File: config.mk
export PLATFORM = sky130hd
export DESIGN_NAME = hex_literal_to_bytes_unit
export DESIGN_NICKNAME = d
export VERILOG_FILES = /design/src/sv/hlb_pkg.sv /design/src/sv/hex_literal_to_bytes_unit.sv /design/src/sv/hlb_scan.sv
export SDC_FILE = /design/constraint.sdc
export NUM_CORES = 1
export LEC_CHECK = 0
export BUFFER_PORTS_ARGS = -buffer_cell sky130_fd_sc_hd__buf_2
export CORE_MARGIN = 4
export CORE_UTILIZATION = 45
export DETAILED_ROUTE_END_ITERATION = 16
export HOLD_SLACK_MARGIN = 0.12
export PLACE_DENSITY_LB_ADDON = 0.1
export RECOVER_POWER = 100
export SLEW_MARGIN = 20
export SYNTH_ARGS = -nofsm -noshare
export SYNTH_HDL_FRONTEND = slang
export SYNTH_SLANG_ARGS = --single-unit
File: constraint.sdc
create_clock -name clk_i -period 2.55 [get_ports clk_i]
set_input_delay 0.255 -clock clk_i [delete_from_list [all_inputs] [get_ports clk_i]]
set_output_delay 0.255 -clock clk_i [all_outputs]
set_load 0.005 [all_outputs]
File: src/sv/hlb_pkg.sv
`timescale 1ns / 1ps
`default_nettype none

package hlb_pkg;

  localparam logic [7:0] CHAR_ZERO  = 8'h30;
  localparam logic [7:0] CHAR_NINE  = 8'h39;
  localparam logic [7:0] CHAR_LOW_A = 8'h61;
  localparam logic [7:0] CHAR_LOW_F = 8'h66;
  localparam logic [7:0] CHAR_UP_A  = 8'h41;
  localparam logic [7:0] CHAR_UP_F  = 8'h46;
  localparam logic [7:0] CHAR_LOW_X = 8'h78;

  localparam logic [1:0] DIGITS_SAT = 2'd3;

  typedef struct packed {
    logic [7:0] in_char;
    logic       is_end;
  } in_t;

  typedef struct packed {
    logic [7:0] out_byte;
    logic       overflow_warning;
    logic       last_of_run;
  } out_t;

  // results produced by one item: count, then first and second beat
  typedef struct packed {
    logic [1:0] n;
    out_t       r0;
    out_t       r1;
  } scan_res_t;

  // returns {is digit, digit value}
  function automatic logic [4:0] hex_digit(input logic [7:0] c);
    logic [7:0] t;
    t = 8'd0;
    if (c >= CHAR_ZERO && c <= CHAR_NINE) begin
      t = c - CHAR_ZERO;
      return {1'b1, t[3:0]};
    end
    if (c >= CHAR_LOW_A && c <= CHAR_LOW_F) begin
      t = c - CHAR_LOW_A + 8'd10;
      return {1'b1, t[3:0]};
    end
    if (c >= CHAR_UP_A && c <= CHAR_UP_F) begin
      t = c - CHAR_UP_A + 8'd10;
      return {1'b1, t[3:0]};
    end
    return 5'd0;
  endfunction

endpackage

`default_nettype wire

File: src/sv/hex_literal_to_bytes_unit.sv
// channel | direction | beat type | handshake
// in      | input     | in_t      | in_valid_i / in_stall_o
// out     | output    | out_t     | out_valid_o / out_stall_i
//
// one character per cycle unless stalled; the input register feeds the queue
// a non-overflowing token of three or more digits gives two beats from a
// four-entry result queue, so the queue's drain rate sets the sustained figure
// input stalls only while the input register holds a beat and fewer than two
// queue entries are free
// reset clears the scan state and empties the queue at once
`timescale 1ns / 1ps
`default_nettype none

module hex_literal_to_bytes_unit import hlb_pkg::*; (
  input  wire logic clk_i,
  input  wire logic rst_ni,
  input  wire logic in_valid_i,
  output logic      in_stall_o,
  input  wire in_t  in_data_i,
  output logic      out_valid_o,
  input  wire logic out_stall_i,
  output out_t      out_data_o
);

  logic        in_full_q, in_full_d;
  in_t         in_data_q;
  logic        accept_in, adv, pop;
  scan_res_t   res;

  out_t        queue_q [4];
  logic [1:0]  wptr_q, wptr_d;
  logic [1:0]  rptr_q, rptr_d;
  logic [2:0]  fill_q, fill_d;

  assign adv        = (fill_q <= 3'd2);
  assign in_stall_o = in_full_q & ~adv;
  assign accept_in  = in_valid_i & ~in_stall_o;
  assign in_full_d  = accept_in | (in_full_q & ~adv);

  hlb_scan u_scan (
    .clk_i  (clk_i),
    .rst_ni (rst_ni),
    .fire_i (in_full_q & adv),
    .item_i (in_data_q),
    .res_o  (res)
  );

  assign out_valid_o = (fill_q != 3'd0);
  assign out_data_o  = queue_q[rptr_q];
  assign pop         = out_valid_o & ~out_stall_i;

  assign wptr_d = wptr_q + res.n;
  assign rptr_d = rptr_q + {1'b0, pop};
  assign fill_d = fill_q + {1'b0, res.n} - {2'b00, pop};

  always_ff @(posedge clk_i or negedge rst_ni) begin
    if (!rst_ni) begin
      in_full_q <= 1'b0;
      wptr_q    <= 2'd0;
      rptr_q    <= 2'd0;
      fill_q    <= 3'd0;
    end else begin
      in_full_q <= in_full_d;
      wptr_q    <= wptr_d;
      rptr_q    <= rptr_d;
      fill_q    <= fill_d;
    end
  end

  always_ff @(posedge clk_i) begin
    if (accept_in) in_data_q <= in_data_i;
    if (res.n != 2'd0) queue_q[wptr_q] <= res.r0;
    if (res.n == 2'd2) queue_q[wptr_q + 2'd1] <= res.r1;
  end

endmodule

`default_nettype wire

File: src/sv/hlb_scan.sv
`timescale 1ns / 1ps
`default_nettype none

module hlb_scan import hlb_pkg::*; (
  input  wire logic      clk_i,
  input  wire logic      rst_ni,
  input  wire logic      fire_i,
  input  wire in_t       item_i,
  output scan_res_t      res_o
);

  logic        in_tok_q, in_tok_d;
  logic        prev_zero_q, prev_zero_d;
  logic [15:0] value_q, value_d;
  logic [1:0]  count_q, count_d;
  logic        ovf_q, ovf_d;

  logic [4:0]  dig;
  logic        is_zero, is_x;
  scan_res_t   emit;

  assign dig     = hex_digit(item_i.in_char);
  assign is_zero = (item_i.in_char == CHAR_ZERO);
  assign is_x    = (item_i.in_char == CHAR_LOW_X);

  // what the pending token gives when it closes
  always_comb begin
    emit.r1 = '{out_byte: value_q[7:0], overflow_warning: 1'b0, last_of_run: 1'b1};
    if (ovf_q) begin
      emit.n  = 2'd1;
      emit.r0 = '{out_byte: 8'd0, overflow_warning: 1'b1, last_of_run: 1'b1};
    end else if (count_q == DIGITS_SAT) begin
      emit.n  = 2'd2;
      emit.r0 = '{out_byte: value_q[15:8], overflow_warning: 1'b0, last_of_run: 1'b0};
    end else begin
      emit.n  = 2'd1;
      emit.r0 = '{out_byte: value_q[7:0], overflow_warning: 1'b0, last_of_run: 1'b1};
    end
  end

  always_comb begin
    in_tok_d    = in_tok_q;
    prev_zero_d = prev_zero_q;
    value_d     = value_q;
    count_d     = count_q;
    ovf_d       = ovf_q;
    res_o       = emit;
    res_o.n     = 2'd0;

    if (item_i.is_end) begin
      if (in_tok_q) res_o.n = emit.n;
      in_tok_d    = 1'b0;
      prev_zero_d = 1'b0;
      value_d     = 16'd0;
      count_d     = 2'd0;
      ovf_d       = 1'b0;
    end else if (!in_tok_q) begin
      if (prev_zero_q && is_x) begin
        in_tok_d    = 1'b1;
        prev_zero_d = 1'b0;
        value_d     = 16'd0;
        count_d     = 2'd0;
        ovf_d       = 1'b0;
      end else begin
        prev_zero_d = is_zero;
      end
    end else if (dig[4]) begin
      // shifting in a nibble overflows iff the top nibble is already set
      if (!ovf_q) begin
        if (value_q[15:12] != 4'd0) ovf_d = 1'b1;
        else value_d = {value_q[11:0], dig[3:0]};
      end
      if (count_q != DIGITS_SAT) count_d = count_q + 2'd1;
      prev_zero_d = is_zero;
    end else begin
      res_o.n = emit.n;
      if (is_x && prev_zero_q) begin
        in_tok_d    = 1'b1;
        value_d     = 16'd0;
        count_d     = 2'd0;
        ovf_d       = 1'b0;
      end else begin
        in_tok_d    = 1'b0;
      end
      prev_zero_d = 1'b0;
    end
    if (!fire_i) res_o.n = 2'd0;
  end

  always_ff @(posedge clk_i or negedge rst_ni) begin
    if (!rst_ni) begin
      in_tok_q    <= 1'b0;
      prev_zero_q <= 1'b0;
      value_q     <= 16'd0;
      count_q     <= 2'd0;
      ovf_q       <= 1'b0;
    end else if (fire_i) begin
      in_tok_q    <= in_tok_d;
      prev_zero_q <= prev_zero_d;
      value_q     <= value_d;
      count_q     <= count_d;
      ovf_q       <= ovf_d;
    end
  end

endmodule

`default_nettype wire

==> summary.txt <==
Power and ir drop
  • Pwr Total: approximately 3.4 mW
  • Leak: about 1.8 nW
  • Peak supply drop: about 370 µV
  • PD cells: around 730 nW/µm²

Clocking
  • Worst-path clk slew: approximately 80 ps
  • Clock Tree Buf Depth: 2
  • CTS Buf Count: 9
  • Clk root buf: clkbuf_8
  • CTS sink cnt: 78
  • CTS tree: done
  • H-tree levels: 3
  • Clock Latency Late Sink: approximately 350 ps

Worst setup path
  • CP arrival: about 2700 ps
  • Critical path endpoint: fill_q[2]
  • Startpoint Class: flip-flop
  • Worst setup startpoint: in_data_q[1]
  • CP endpoint kind: flip-flop
  • Crit path kind: flip-flop to flip-flop
  • RR Startpoint: in_data_q[1]
  • Critical Path RT: between 2000 and 3000 ps
  • Reg2reg setup slack: around 86 ps
  • FF-to-FF End: fill_q[2]
  • Register-to-Register Path Depth: 9
  • Crit Path Max Fanout: 4

GRT
  • Vias in the first global route: 2675
  • Largest net degree at the start of global routing: 30
  • Initial antenna violation count: 0
  • Remaining Overflow, GRT: 0
  • GR Util All Layers: between 10% and 20%
  • First-pass GRT wire length: roughly 14000 µm

Yosys
  • Cell variety after synth: 57
  • Post-synthesis average cell area: roughly 12 µm²
  • Sequential element share of the synthesized area: 52.9%
  • Gate Count Post-Synth: ~340
  • Syn nets: 365
  • Syn Std Cell Area: ~4000 µm²
  • Asr flop ratio synth: roughly 37%
  • Ys flop type: edfxtp_1
  • Synth Register Bits: just under 80
  • EDFF count, synth: between 40 and 50
  • Synth warn: 0

Detailed routing
  • Antenna Violating Nets Remaining: 0
  • First-pass iteration count of the detailed router: 4
  • DR vias: 2810
  • Routed length per instance: ~17 µm
  • Routed WL: 8650 µm
  • DRC: 0
  • Initial DRC count: ~140
  • Detailed-route vias per instance: about 5.6

STA
  • Min Tclk post-route: 2460 ps
  • Rel. slew slack: -6.81%
  • Worst clock skew: a little under 9 ps
  • FMAX: between 400 and 500 MHz
  • Slew Limit Fails: 30
  • Fin Hold WS: 329 ps
  • Unrepaired setup endpoints after global routing: no
  • Post-route setup TNS: 0 ps
  • Final Hold Fails: 0
  • Final setup margin: 85.6 ps
  • Tcrit/Tclk final: a little over nine tenths
  • Worst-margin pin slew: ~1600 ps
  • Setup violators final: 0

Final layout
  • Non-Filler Instances: between 500 and 600
  • Nets@finish: ~420
  • Commonest non-fill, non-tap cell in the layout: nor2_1
  • Layout fillers: ~770
  • Most frequent cells in the layout: nor2_1, edfxtp_1, dfrtp_1
  • Finished Core Util: between 50% and 60%
  • N_diodes: 0
  • Area delta synth->final: 17.1%
  • Post-route cell area: roughly 4700 µm²
  • Share of cells above drive strength 1: ~23%

Min path
  • Worst min-delay path class: input port to flip-flop
  • Hold Path Depth: 3

Placed design
  • Dpl cell area: around 4400 µm²
  • Placed instance count: about 480
  • Estimated wirelength of the detail-placed design: roughly 6000 µm
  • Setup Slack @ Placement: 50.7 ps
  • Final GP Congestion: between 0.8 and 0.9
  • Port Buf Inserts: 24

Floorplan
  • Core area: 8680 µm²
  • Die W: 102 µm
  • Die area: 10500 µm²
  • I/O pin count: 25
  • Die span in y: a little over 100 µm
  • Initial core utilization: approximately 46%
  • Row Count: 34

Status
  • Status: complete, but fails checks
  • Failing checks: capacitance limit, slew limit

Flow run
  • Max-Cap Viols: 1
## sequential cells by signal (all words and copies together) (netlist names)
name and count:
fill_q 3, in_data_q 9, in_full_q 1, queue_q 40, rptr_q 2, u_scan.count_q 2, u_scan.in_tok_q 1, u_scan.ovf_q 1
u_scan.prev_zero_q 1, u_scan.value_q 16, wptr_q 2
## worst min-delay path by stage
stage	endpoint	start	slack [ps]
global route	rptr_q[0]	out_stall_i	320
finish	rptr_q[0]	out_stall_i	330
floorplan	fill_q[0]	rst_ni	-40
CTS	rptr_q[0]	out_stall_i	320
detailed placement	in_full_q	rst_ni	330
global placement	in_full_q	rst_ni	330
## synthesized netlist by cell type (8+ instances only)
library cell / n / area (µm²)
a21oi_1: 10 / 50.1
a22o_1: 11 / 96.3
a22oi_1: 14 / 105
clkbuf_1: 9 / 33.8
dfrtp_1: 29 / 726
dfxtp_1: 8 / 160
edfxtp_1: 41 / 1230
ha_1: 8 / 100
inv_1: 10 / 37.5
mux4_2: 10 / 225
nand2_1: 27 / 101
nand2b_1: 12 / 75.1
nor2_1: 44 / 165
o21ai_0: 17 / 85.1
## worst max-delay path: stages, from the launching register on
cell and delay, ps:
edfxtp_1 430, ha_1 250, or3b_1 380, nand4_1 150, and3_4 210, nand2_2 60
ha_4 220, fa_2 380, xor2_1 160, xnor2_1 120
## area by class of cell
cell class,count,area (µm²),share of cell area (%)
sequential,78,2120,45.1
multi-input combinational,237,1780,38.0
timing repair buffer,57,373,7.95
tap,108,135,2.88
clock buffer,9,124,2.64
clock inverter,7,120,2.56
inverter,10,37.5,0.800
## cell families after synthesis
group           share of synthesized area [%]
compound gates                           15.6
xor+xnor                                 1.53
fa+ha+maj                                3.00
buf+inv                                  3.25
flops                                    52.9
mux                                      7.59
simple gates                             16.2
## power breakdown
part	internal, mW	switching, mW	total, mW
Combinational	0.393	0.399	0.792
Clock	0.656	0.472	1.13
Sequential	1.41	0.103	1.52
## layer usage
layer	wire length, µm	GRT usage (%)
met4	73	3.94
met3	383	4.78
met2	4210	29.1
met1	3980	23.2
met5	0	0
## repair_timing
action                                 CTS  global route
hold buffers                            11             0
resized for setup                        0             5
setup endpoints to repair                0             1
setup buffers                            0             2
endpoints found under the hold margin   39             0
Power figures use the tool's default switching activity.
